## config.mk

```make
export PLATFORM = sky130hd
export DESIGN_NAME = fir_filter_abs
export DESIGN_NICKNAME = d
export VERILOG_FILES = /design/src/ffa_pkg.sv /design/src/fir_filter_abs.sv /design/src/ffa_ram.sv /design/src/ffa_dp.sv /design/src/ffa_ctrl.sv
export VERILOG_INCLUDE_DIRS = /design/src /design/src/src
export SDC_FILE = /design/constraint.sdc
export NUM_CORES = 2
export LEC_CHECK = 0
export BUFFER_PORTS_ARGS = -buffer_cell sky130_fd_sc_hd__buf_2
export CAP_MARGIN = 20
export CORE_UTILIZATION = 63
export CTS_CLUSTER_SIZE = 8
export DETAILED_ROUTE_END_ITERATION = 8
export PLACE_DENSITY_LB_ADDON = 0.15
export SETUP_SLACK_MARGIN = 0.3
export SLEW_MARGIN = 15
export SYNTH_ARGS = -nofsm -noshare
export SYNTH_HDL_FRONTEND = slang
export SYNTH_SLANG_ARGS = --single-unit
```

## constraint.sdc

```tcl
create_clock -name clk -period 9.5 [get_ports clk]
set_input_delay 0.475 -clock clk [delete_from_list [all_inputs] [get_ports clk]]
set_output_delay 0.475 -clock clk [all_outputs]
set_load 0.01 [all_outputs]
```

## src/fir_filter_abs_assert.svh

```systemverilog
// Assertion macros used by the filter controller RTL.
// Each macro expects clk and rst in the scope where it is used.
`ifndef FIR_FILTER_ABS_ASSERT_SVH
`define FIR_FILTER_ABS_ASSERT_SVH

// Check cons in the same cycle as ante.
`define FFA_ASSERT_NOW(lbl, ante, cons, msg) \
  lbl: assert property (@(posedge clk) disable iff (rst) (ante) |-> (cons)) else $error(msg);

// Check cons in the cycle after ante.
`define FFA_ASSERT_NEXT(lbl, ante, cons, msg) \
  lbl: assert property (@(posedge clk) disable iff (rst) (ante) |=> (cons)) else $error(msg);

`endif

```

## src/ffa_pkg.sv

```systemverilog
package ffa_pkg;

  localparam int COEF_BITS       = 18;
  localparam int COEF_FRAC       = 16;
  localparam int COEF_INDEX_BITS = 6;
  localparam int OUT_BITS        = 32;
  localparam int TAPS_BITS       = 7;
  localparam int CFG_IDX_BITS    = 2;
  localparam int CFG_DATA_BITS   = 7;

  localparam logic [TAPS_BITS-1:0] TAPS_RESET = 7'd64;

  // Request operation codes
  localparam logic OP_FILTER = 1'b0;
  localparam logic OP_COEF   = 1'b1;

  // Configuration register indexes
  localparam logic [CFG_IDX_BITS-1:0] CFG_TAPS = 2'd0;
  localparam logic [CFG_IDX_BITS-1:0] CFG_ABS  = 2'd1;

  typedef enum logic [1:0] {
    ST_IDLE,
    ST_RUN,
    ST_DRAIN,
    ST_DONE
  } state_t;

  typedef struct packed {
    logic push;      // store sample, rewind read pointer, clear accumulator
    logic coef_wr;   // store one coefficient
    logic issue;     // read one tap pair into the MAC pipeline
    logic load_out;  // floor, saturate and load the output register
  } ctrl_cmd_t;

  typedef struct packed {
    logic busy;      // MAC pipeline still holds products
  } ctrl_status_t;

endpackage

```

## src/fir_filter_abs.sv

```systemverilog
// Direct-form FIR filter with saturation and optional magnitude output.
// Input channel (in_valid/in_stall): one request per accepted cycle. operation
// selects filtering of sample_in or storing coef_value at coef_index (Q2.16).
// Output channel (out_valid/out_stall): filtered and saturated, one result per
// sample request once the delay line holds taps_in_use samples; coefficient
// writes and samples taken while filling give no result.
// Configuration port (cfg_we/cfg_index/cfg_data): index 0 taps_in_use,
// index 1 absolute_mode; write only while the filter is idle.
// Sequence: a coefficient write leaves the filter idle. A sample that yields
// a result is summed by the single shared multiply-accumulate, one tap per
// cycle, then the pipeline drains and the output register is loaded; only
// after that load is the next request accepted.
// A stalled result stays in the output register; the next sample is accepted
// and summed meanwhile, and waits in its finish step until the slot is free.
// Reset clears the delay line fill count, the coefficient table (reads as
// zero), taps_in_use to 64 and absolute_mode to 0. No clearing sweep runs.
module fir_filter_abs #(
  parameter int MAX_TAPS    = 64,
  parameter int SAMPLE_BITS = 24
) (
  input  logic                                     clk,
  input  logic                                     rst,
  input  logic                                     in_valid,
  output logic                                     in_stall,
  input  logic                                     operation,
  input  logic signed [SAMPLE_BITS-1:0]            sample_in,
  input  logic [ffa_pkg::COEF_INDEX_BITS-1:0]      coef_index,
  input  logic signed [ffa_pkg::COEF_BITS-1:0]     coef_value,
  output logic                                     out_valid,
  input  logic                                     out_stall,
  output logic signed [ffa_pkg::OUT_BITS-1:0]      filtered,
  output logic                                     saturated,
  input  logic                                     cfg_we,
  input  logic [ffa_pkg::CFG_IDX_BITS-1:0]         cfg_index,
  input  logic [ffa_pkg::CFG_DATA_BITS-1:0]        cfg_data
);
  import ffa_pkg::*;

  localparam int AW = $clog2(MAX_TAPS);

  logic [TAPS_BITS-1:0] taps_in_use;
  logic                 absolute_mode;
  ctrl_cmd_t            cmd;
  ctrl_status_t         status;
  logic [AW-1:0]        tap;

  // Configuration registers; unknown indexes are dropped
  always_ff @(posedge clk) begin
    if (rst) begin
      taps_in_use   <= TAPS_RESET;
      absolute_mode <= 1'b0;
    end else if (cfg_we) begin
      case (cfg_index)
        CFG_TAPS: taps_in_use   <= cfg_data[TAPS_BITS-1:0];
        CFG_ABS:  absolute_mode <= cfg_data[0];
        default: begin
        end
      endcase
    end
  end

  // Sequencer: accept requests, sweep the taps, hand off to the output slot
  ffa_ctrl #(.MAX_TAPS(MAX_TAPS)) u_ctrl (
    .clk         (clk),
    .rst         (rst),
    .taps_in_use (taps_in_use),
    .in_valid    (in_valid),
    .in_stall    (in_stall),
    .operation   (operation),
    .out_valid   (out_valid),
    .out_stall   (out_stall),
    .cmd         (cmd),
    .status      (status),
    .tap         (tap)
  );

  // Storage, MAC pipeline, flooring and output register
  ffa_dp #(.MAX_TAPS(MAX_TAPS), .SAMPLE_BITS(SAMPLE_BITS)) u_dp (
    .clk           (clk),
    .rst           (rst),
    .cmd           (cmd),
    .status        (status),
    .tap           (tap),
    .absolute_mode (absolute_mode),
    .sample_in     (sample_in),
    .coef_index    (coef_index),
    .coef_value    (coef_value),
    .filtered      (filtered),
    .saturated     (saturated)
  );

endmodule

```

## src/ffa_ram.sv

```systemverilog
module ffa_ram #(
  parameter int WIDTH = 24,
  parameter int DEPTH = 64
) (
  input  logic                     clk,
  input  logic                     we,
  input  logic [$clog2(DEPTH)-1:0] waddr,
  input  logic [WIDTH-1:0]         wdata,
  input  logic [$clog2(DEPTH)-1:0] raddr,
  output logic [WIDTH-1:0]         rdata
);

  logic [WIDTH-1:0] mem [DEPTH];

  always_ff @(posedge clk) begin
    if (we) begin
      mem[waddr] <= wdata;
    end
    rdata <= mem[raddr];
  end

endmodule

```

## src/ffa_dp.sv

```systemverilog
module ffa_dp #(
  parameter int MAX_TAPS    = 64,
  parameter int SAMPLE_BITS = 24
) (
  input  logic                                 clk,
  input  logic                                 rst,
  input  ffa_pkg::ctrl_cmd_t                   cmd,
  output ffa_pkg::ctrl_status_t                status,
  input  logic [$clog2(MAX_TAPS)-1:0]          tap,
  input  logic                                 absolute_mode,
  input  logic signed [SAMPLE_BITS-1:0]        sample_in,
  input  logic [ffa_pkg::COEF_INDEX_BITS-1:0]  coef_index,
  input  logic signed [ffa_pkg::COEF_BITS-1:0] coef_value,
  output logic signed [ffa_pkg::OUT_BITS-1:0]  filtered,
  output logic                                 saturated
);
  import ffa_pkg::*;

  localparam int AW    = $clog2(MAX_TAPS);
  localparam int PW    = COEF_BITS + SAMPLE_BITS;
  localparam int ACC_W = PW + AW;
  localparam int QW    = ACC_W - COEF_FRAC;
  localparam int QXW   = (QW + 1 > OUT_BITS + 2) ? QW + 1 : OUT_BITS + 2;
  localparam int IXW   = ((AW > COEF_INDEX_BITS) ? AW : COEF_INDEX_BITS) + 1;
  localparam logic signed [QXW-1:0] SAT_HI =
    $signed({{(QXW-OUT_BITS+1){1'b0}}, {(OUT_BITS-1){1'b1}}});
  localparam logic signed [QXW-1:0] SAT_LO =
    $signed({{(QXW-OUT_BITS+1){1'b1}}, {(OUT_BITS-1){1'b0}}});

  logic [AW-1:0]                 wp;
  logic [AW-1:0]                 rp;
  logic [MAX_TAPS-1:0]           coef_vld;
  logic                          rd_cvld;
  logic                          s1_v;
  logic                          s2_v;
  logic signed [SAMPLE_BITS-1:0] rd_sample;
  logic signed [COEF_BITS-1:0]   rd_coef;
  logic signed [COEF_BITS-1:0]   coef_eff;
  logic signed [PW-1:0]          product;
  logic signed [ACC_W-1:0]       acc;
  logic [IXW-1:0]                cidx;
  logic                          coef_ok;
  logic signed [QW-1:0]          q;
  logic signed [QXW-1:0]         qx;
  logic signed [QXW-1:0]         mag;

  assign cidx    = IXW'(coef_index);
  assign coef_ok = cidx < IXW'(MAX_TAPS);

  ffa_ram #(.WIDTH(SAMPLE_BITS), .DEPTH(MAX_TAPS)) u_delay (
    .clk   (clk),
    .we    (cmd.push),
    .waddr (wp),
    .wdata (sample_in),
    .raddr (rp),
    .rdata (rd_sample)
  );

  ffa_ram #(.WIDTH(COEF_BITS), .DEPTH(MAX_TAPS)) u_coef (
    .clk   (clk),
    .we    (cmd.coef_wr && coef_ok),
    .waddr (cidx[AW-1:0]),
    .wdata (coef_value),
    .raddr (tap),
    .rdata (rd_coef)
  );

  // Circular delay line: wp is the next free slot, rp walks back from newest
  always_ff @(posedge clk) begin
    if (rst) begin
      wp       <= '0;
      rp       <= '0;
      coef_vld <= '0;
      s1_v     <= 1'b0;
      s2_v     <= 1'b0;
    end else begin
      if (cmd.push) begin
        rp <= wp;
        wp <= (wp == AW'(MAX_TAPS - 1)) ? '0 : wp + 1'b1;
      end else if (cmd.issue) begin
        rp <= (rp == '0) ? AW'(MAX_TAPS - 1) : rp - 1'b1;
      end
      if (cmd.coef_wr && coef_ok) begin
        coef_vld[cidx[AW-1:0]] <= 1'b1;
      end
      s1_v <= cmd.issue;
      s2_v <= s1_v;
    end
  end

  // Unwritten coefficients read as zero
  assign coef_eff = rd_cvld ? rd_coef : '0;

  always_ff @(posedge clk) begin
    rd_cvld <= coef_vld[tap];
    product <= coef_eff * rd_sample;
    if (cmd.push) begin
      acc <= '0;
    end else if (s2_v) begin
      acc <= acc + ACC_W'(product);
    end
  end

  assign status.busy = s1_v || s2_v;

  // Arithmetic shift floors, then optional magnitude, then clamp
  always_comb begin
    q   = $signed(acc[ACC_W-1:COEF_FRAC]);
    qx  = QXW'(q);
    mag = (absolute_mode && (qx < 0)) ? -qx : qx;
  end

  always_ff @(posedge clk) begin
    if (cmd.load_out) begin
      if (mag > SAT_HI) begin
        filtered  <= SAT_HI[OUT_BITS-1:0];
        saturated <= 1'b1;
      end else if (mag < SAT_LO) begin
        filtered  <= SAT_LO[OUT_BITS-1:0];
        saturated <= 1'b1;
      end else begin
        filtered  <= mag[OUT_BITS-1:0];
        saturated <= 1'b0;
      end
    end
  end

endmodule

```

## src/ffa_ctrl.sv

```systemverilog
module ffa_ctrl #(
  parameter int MAX_TAPS = 64
) (
  input  logic                           clk,
  input  logic                           rst,
  input  logic [ffa_pkg::TAPS_BITS-1:0]  taps_in_use,
  input  logic                           in_valid,
  output logic                           in_stall,
  input  logic                           operation,
  output logic                           out_valid,
  input  logic                           out_stall,
  output ffa_pkg::ctrl_cmd_t             cmd,
  input  ffa_pkg::ctrl_status_t          status,
  output logic [$clog2(MAX_TAPS)-1:0]    tap
);
  import ffa_pkg::*;

  `include "fir_filter_abs_assert.svh"

  localparam int AW = $clog2(MAX_TAPS);
  localparam int FW = $clog2(MAX_TAPS + 1);
  localparam int CW = (FW > TAPS_BITS) ? FW : TAPS_BITS;

  state_t        state;
  state_t        state_next;
  logic [AW-1:0] tap_next;
  logic [FW-1:0] fill_count;
  logic [FW-1:0] fill_count_next;
  logic [FW-1:0] fill_inc;
  logic          out_valid_next;
  logic [CW-1:0] taps_x;
  logic [CW-1:0] eff;
  logic          accept;
  logic          want_result;

  // Clamp the tap count into 1..MAX_TAPS
  always_comb begin
    taps_x = CW'(taps_in_use);
    if (taps_x == '0) begin
      eff = CW'(1);
    end else if (taps_x > CW'(MAX_TAPS)) begin
      eff = CW'(MAX_TAPS);
    end else begin
      eff = taps_x;
    end
  end

  assign accept      = in_valid && !in_stall;
  assign fill_inc    = (fill_count < FW'(MAX_TAPS)) ? fill_count + 1'b1 : fill_count;
  assign want_result = CW'(fill_inc) >= eff;

  always_ff @(posedge clk) begin
    if (rst) begin
      state      <= ST_IDLE;
      tap        <= '0;
      fill_count <= '0;
      out_valid  <= 1'b0;
    end else begin
      state      <= state_next;
      tap        <= tap_next;
      fill_count <= fill_count_next;
      out_valid  <= out_valid_next;
    end
  end

  always_comb begin
    state_next      = state;
    tap_next        = tap;
    fill_count_next = fill_count;
    out_valid_next  = out_valid && out_stall;
    cmd             = '0;
    in_stall        = (state != ST_IDLE);
    case (state)
      ST_IDLE: begin
        if (accept) begin
          if (operation == OP_COEF) begin
            cmd.coef_wr = 1'b1;
          end else begin
            cmd.push        = 1'b1;
            fill_count_next = fill_inc;
            if (want_result) begin
              state_next = ST_RUN;
              tap_next   = '0;
            end
          end
        end
      end
      ST_RUN: begin
        cmd.issue = 1'b1;
        tap_next  = tap + 1'b1;
        if (CW'(tap) == eff - 1'b1) begin
          state_next = ST_DRAIN;
        end
      end
      ST_DRAIN: begin
        if (!status.busy) begin
          state_next = ST_DONE;
        end
      end
      ST_DONE: begin
        if (!out_valid || !out_stall) begin
          cmd.load_out   = 1'b1;
          out_valid_next = 1'b1;
          state_next     = ST_IDLE;
        end
      end
      default: begin
        state_next = ST_IDLE;
      end
    endcase
  end

  `FFA_ASSERT_NOW(a_fill_bound, 1'b1, fill_count <= FW'(MAX_TAPS), "fill count overran depth")
  `FFA_ASSERT_NEXT(a_sample_starts, accept && operation == OP_FILTER && want_result,
                   state == ST_RUN, "filled sample did not start the MAC sweep")
  `FFA_ASSERT_NEXT(a_tap_zero, state == ST_IDLE && state_next == ST_RUN, tap == '0,
                   "MAC sweep did not start at tap zero")
  `FFA_ASSERT_NOW(a_out_from_done, $rose(out_valid), $past(state) == ST_DONE,
                  "result appeared outside the finish step")

endmodule
```

---- Yosys cells after proc, flatten, opt, wreduce, memory -nomap -nowiden ----
Memories as Yosys holds them, arrays and structs flattened. A register that Yosys moved wholly into a read port is not among the register bits.
Cells that the tools add are included.
word-level totals
  memories kept ........................... 2
  register bits after elaboration ......... 226
  memory bits (writable) .................. 2688
  input port bits ......................... 63
  word-level logic and storage cells ...... 111
  output and inout port bits .............. 35
memory list
  name              depth  width  read ports  clocked after memory_dff  write ports  RTL line       text
  u_dp.u_delay.mem  64     24     1           1                         1            ffa_ram.sv:13  logic [WIDTH-1:0] mem [DEPTH];
  u_dp.u_coef.mem   64     18     1           1                         1            ffa_ram.sv:13
operators by class
  muxes and demuxes ....................... 39
  order comparisons ....................... 10
  add/subtract/negate cells ............... 7
  reductions and logical operators ........ 22
  bitwise logic cells ..................... 2
  multipliers ............................. 1
  eq/ne operators ......................... 12
operators with widths
  cell                                                          count
  OR 64 bit                                                     1
  adder 48 x 42 -> 48 bit                                       1
  multiplier 18 x 24 -> 42 bit                                  1
  two-way mux 6 bit                                             7
  > comparator 34 x 32 -> 1 bit, second input constant          1
  less-than comparator 34 x 32 -> 1 bit, second input constant  1
  two-way mux 34 bit                                            1
  negator 32 -> 34 bit                                          1
  less-than comparator 32 x 1 -> 1 bit, second input constant   1
  two-way mux 32 bit                                            1
  less-than comparator 6 x 7 -> 1 bit, second input constant    3
  two-way mux 7 bit                                             3
  two-way mux 18 bit                                            1
  two-way mux 2 bit                                             8
  two-way mux 1 bit                                             14
  adder 6 x 1 -> 6 bit, second input constant                   2
  case mux 6 bit (2 select lines)                               1
  inequality test 2 x 1 -> 1 bit, second input constant         4
  case mux 2 bit (4 select lines)                               1
  adder 7 x 1 -> 7 bit, second input constant                   1
  == test 6 x 7 -> 1 bit                                        1
  >= comparator 7 bit                                           1
  > comparator 7 bit, second input constant                     1
  logical NOT 7 bit                                             1
  21 further kinds                                              35

---- Depth between registers and ports, before layout ----
  depth in word-level cells ............... 8
  mapped depth ............................ 27
  mapped depth without buffers ............ 25

---- Hierarchy ----
From an unflattened synthesis, not the netlist that was laid out.
unflattened totals
  cells, all modules ...................... 7671
  area, all modules ....................... 131324.7 um^2
modules (own cells, without submodules)
  module                  area each (um^2)  cells an instance  seq. area each (um^2)  times used
  ffa_ram (u_dp.u_delay)  59295.6           2610               46604.7                1
  ffa_ram (u_dp.u_coef)   44621.5           1957               34953.5                1
  ffa_dp                  25633.3           2891               4374.2                 1
  ffa_ctrl                1408.9            178                320.3                  1
  fir_filter_abs          365.4             35                 160.2                  1

---- Worst setup path before layout ----
No wires, ideal clock.
  kind .................................... register to register
  start ................................... reg u_dp.rd_cvld
  end ..................................... reg u_dp.product[28]
  library setup time ...................... 127 ps
  arrival time ............................ 6717 ps
  clock period less this slack ............ 6845 ps
  stages on the path, launching flop included .. 27
  path buffers ............................ 3
  path slack .............................. 2655 ps
  cell sequence ........................... dfxtp_1 > clkbuf_1 > clkbuf_1 > and2_1 > clkbuf_1 > nand2_1 > fa_1 > inv_1 > fa_1 > inv_1 > fa_1 > inv_1 > fa_1 > fa_1 > inv_1 > fa_1 > inv_1 > ha_1 > and3_1 > and2_4 > a221o_1 > a41o_1 > a21o_1 > a21o_1 > a2111oi_2 > nor3_1 > xor2_1
between the ends
  word-level cells in the longest chain between the ends .. 2
ends and longest elaborated chain
  item                          RTL line      text
  from (decl)                   ffa_dp.sv:33  logic rd_cvld;
  from (signal assigned)        ffa_dp.sv:95  rd_cvld <= coef_vld[tap];
  two-way mux 18 bit            ffa_dp.sv:92  assign coef_eff = rd_cvld ? rd_coef : '0;
  multiplier 18 x 24 -> 42 bit  ffa_dp.sv:96  product <= coef_eff * rd_sample;
  to (signal assigned)          ffa_dp.sv:96
  to (decl)                     ffa_dp.sv:39  logic signed [PW-1:0] product;
Every way passes these cells.
A chain may end at the register's enable or synchronous reset.

---- Final worst setup path ----
  start ................................... reg u_dp.rd_cvld
  end ..................................... reg u_dp.product[41]
The elaborated chain is that of the path after synthesis.

==> reports/metrics.yaml <==
grt:
  grt_pass1_wl_um: 486000
  grt_start_max_net_pins: 123
  track_usage_pct: 32.4
  grt_pass1_vias: 72164
  antenna_found_initial: 19
  gr-total-overflow: 0
clocking:
  clock_sinks: 2956
  post_cts_resized: 0
  insertion_delay_ps: 1000
  cts_tree: "done"
  cts_setup_buffers: 0
  clk_pin_slew_ps: 60
  root_buffer: "clkbuf_16"
  cts_buffers: 420
  clockBufferDepth: 4
  holdBufCountCts: 14
  cts_max_level: 5
worst_setup_path:
  reg2reg_depth: 23
  cp.required_ps: 10320
  cp_max_fo: 122
  crit_top_cell: "fa_1"
  crit_chain: "and2_1 > nand2_1 > fa_1 > inv_1 > fa_1 > inv_1 > fa_1 > inv_1 > fa_1 > fa_1 > inv_1 > fa_1 > inv_1 > ha_1 > a21o_1 > a221oi_1 > o21ai_0 > a31oi_1 > o311a_1 > o21ai_1 > o2111a_1 > or2_1 > o211ai_1"
  arrival_ps: 8940
  crit_type: "flop to flop"
  cp-end-kind: "flop"
  cp_slowest_stage_delay_ps: 980
  slowest_stage: "dfxtp_4"
  start_kind: "flop"
sta:
  skew_ps: 118
  tns_ps: 0
  max_slew_margin_pct: 22.6
  post-route-period-util_pct: 85.5
  worstMarginPinSlew_ps: 1160
  finalCriticalPeriod_ps: 8120
  fin_ws_ps: 1380
  timing.fmax_ghz: 0.123
  slew_viol_final: 0
  finalHoldViolations: 0
  grt_setup_unrepaired: "no"
  setup_viol: 0
job:
  maxCapViolations: 0
worst_hold_path:
  hp-class: "primary input to flop"
  min_path_cells: 1
finish:
  nets: 8158
  drive_gt1_share_pct: 22.9
  nFillCells: 12122
  areaGrowthSynthToFinish_pct: 12.4
floorplanning:
  start_util_pct: 63.5
  die_area_sq_um: 209000
  die_x_um: 457
  die_height_um: 457
  rows: 166
  coreArea_sq_um: 205000
  io_pins: 98
synthesis:
  synth_ff_type: "edfxtp_1"
  yosys.area.top_type: "edfxtp_1"
  netlist_instances: 7152
  synth_nets: 7811
  synth.ff_latch_count: 2956
  synthDominantCellAreaShare_pct: 62.7
  synth_cell_type_count: 85
  synth_area_sq_um: 130000
  synthArstFlopShare_pct: 0
  yosys-top-cells-area: "edfxtp_1, mux4_2, fa_1"
  synth_warnings: 0
  synth_edf_count: 2721
  synth.avg_cell_area_sq_um: 18.2
  synth-seq-area-share_pct: 66.3
placed_design:
  place_ws_ps: 1430
  numPortBuffers: 97
  place_hpwl_um: 186000
  gp_congestion: 0.920
routing:
  via_count: 69802
  wl_um: 333000
  drt_iter0_markers: 8730
  drc_errors: 0
  drt-vias-per-instance: 6.73
  wl_per_cell_um: 32.1
  ant_nets: 0
  first_pass_iters: 8
pwr:
  cellPowerDensity_nw_per_um2: 197
  leakage_nw: 49.7
  peakVddDrop_mv: 0.210
outcome:
  outcome: "complete, no violations"
-- synthesized netlist by cell type (13+ instances only) --
cell type  count
edfxtp_1    2721
mux4_2       839
inv_1        530
fa_1         426
nand2_1      387
nor2_1       287
clkbuf_1     253
dfxtp_1      235
ha_1         170
and3_1       164
a21oi_1      152
o21ai_0      105
mux2i_1       93
xnor2_1       82
buf_2         81
o21a_1        72
a21o_1        54
nand3_1       41
buf_1         34
nor3_1        30
xor2_1        30
and2_1        27
mux2_2        23
nand4_1       21
nor2b_1       21
a22oi_1       18
a221oi_1      17
nand2b_1      16
o211ai_1      16
a211oi_1      14
a31oi_1       14
o21bai_1      14
or3_1         13
-- cells by family after synthesis --
group / Yosys count / synth area share, %
flip-flops: 2956 / 66.3
AND/OR/NAND/NOR: 1068 / 3.85
multiplexers: 955 / 15.4
buffers and inverters: 906 / 2.71
adder cells (fa/ha/maj): 596 / 8.17
AO/OA/AOI/OAI: 559 / 2.82
XOR/XNOR: 112 / 0.753
-- critical path: cells and delay by family, from the launching register on --
kind,cells,cell delay (ps)
AO/OA/AOI/OAI,8,2110
adder cells (fa/ha/maj),7,3370
buffers and inverters,5,250
flip-flops,1,980
AND/OR/NAND/NOR,3,1300
-- metrics by stage --
stage                     hold slack [ps]  util [%]  total power, mW  instances  area, sq um
after floorplan                       432         -             15.2       7152       130000
after global placement                441      65.5             15.7       9731       134000
after detailed placement              447      65.5             15.8       9732       135000
after CTS                            12.0      71.2             28.9      10336       146000
after global routing                 7.06      71.4             29.5      10359       146000
final                                27.6      71.4             28.8      10366       146000
-- registers in the layout, summed over array words and instances, names as in the netlist, 2 cells and up --
signal	cells
u_ctrl.tap	6
u_dp.filtered	32
u_dp.acc	48
u_ctrl.fill_count	7
taps_in_use	7
u_dp.rp	6
u_dp.u_coef.rdata	18
u_dp.product	42
u_ctrl.state	2
u_dp.u_delay.mem	1536
u_dp.wp	6
u_dp.coef_vld	64
u_dp.u_coef.mem	1152
u_dp.u_delay.rdata	24
-- where the power goes --
part | leakage, nW | switching, mW | internal (mW)
clock network | 5.50 | 5.18 | 8.05
logic | 17.8 | 0.718 | 0.379
registers | 26.4 | 0.194 | 14.3
total | 49.7 | 6.09 | 22.7
-- per-layer routing --
layer	up-vias	routed length, um	GRT usage (%)
li1	28272	-	-
met1	36476	125000	45.1
met2	4292	160000	51.0
met3	746	35500	7.24
met4	16	12300	11.8
met5	-	137	0
-- worst paths after layout --
check / startpoint / endpoint / slack, ps
hold reg to reg: u_dp.s1_v$_SDFF_PP0_ / u_dp.s2_v$_SDFF_PP0_ / 450
setup / recovery: u_dp.rd_cvld$_DFF_P_ / u_dp.product[41]$_DFF_P_ / 1380
hold / removal: coef_value[5] / u_dp.u_coef.mem[32][5]$_DFFE_PP_ / 30
setup reg to reg: u_dp.rd_cvld$_DFF_P_ / u_dp.product[41]$_DFF_P_ / 1380
-- cell type report --
class                      instances  area, sq um  area share (%)
timing repair buffer             300         2360            1.61
tap                             2688         3360            2.30
multi-input combinational       3290        40900            27.9
clock buffer                     578        11200            7.67
antenna                           11         27.5          0.0188
clock inverter                    12          149           0.102
inverter                         531         1990            1.36
sequential                      2956        86500            59.0
-- layout by cell type (no fill, tap or decap), types with 23 or more instances in the layout --
cell       instances
nor2_2           105
nand3_1           41
clkbuf_16        425
o21a_1            72
clkbuf_1         151
xor2_1            30
ha_1             170
nor2_4            25
and2_1            27
fa_1             426
edfxtp_1        2721
mux2_2            23
mux2i_1           93
nor2_1           157
buf_4            179
and3_1           164
xnor2_1           82
nor3_1            30
dfxtp_1          223
a21o_1            54
mux4_2           839
o21ai_0          105
buf_2             83
inv_1            529
a21oi_1          152
nand2_1          387
No activity file was read; power rests on OpenSTA's default activity.
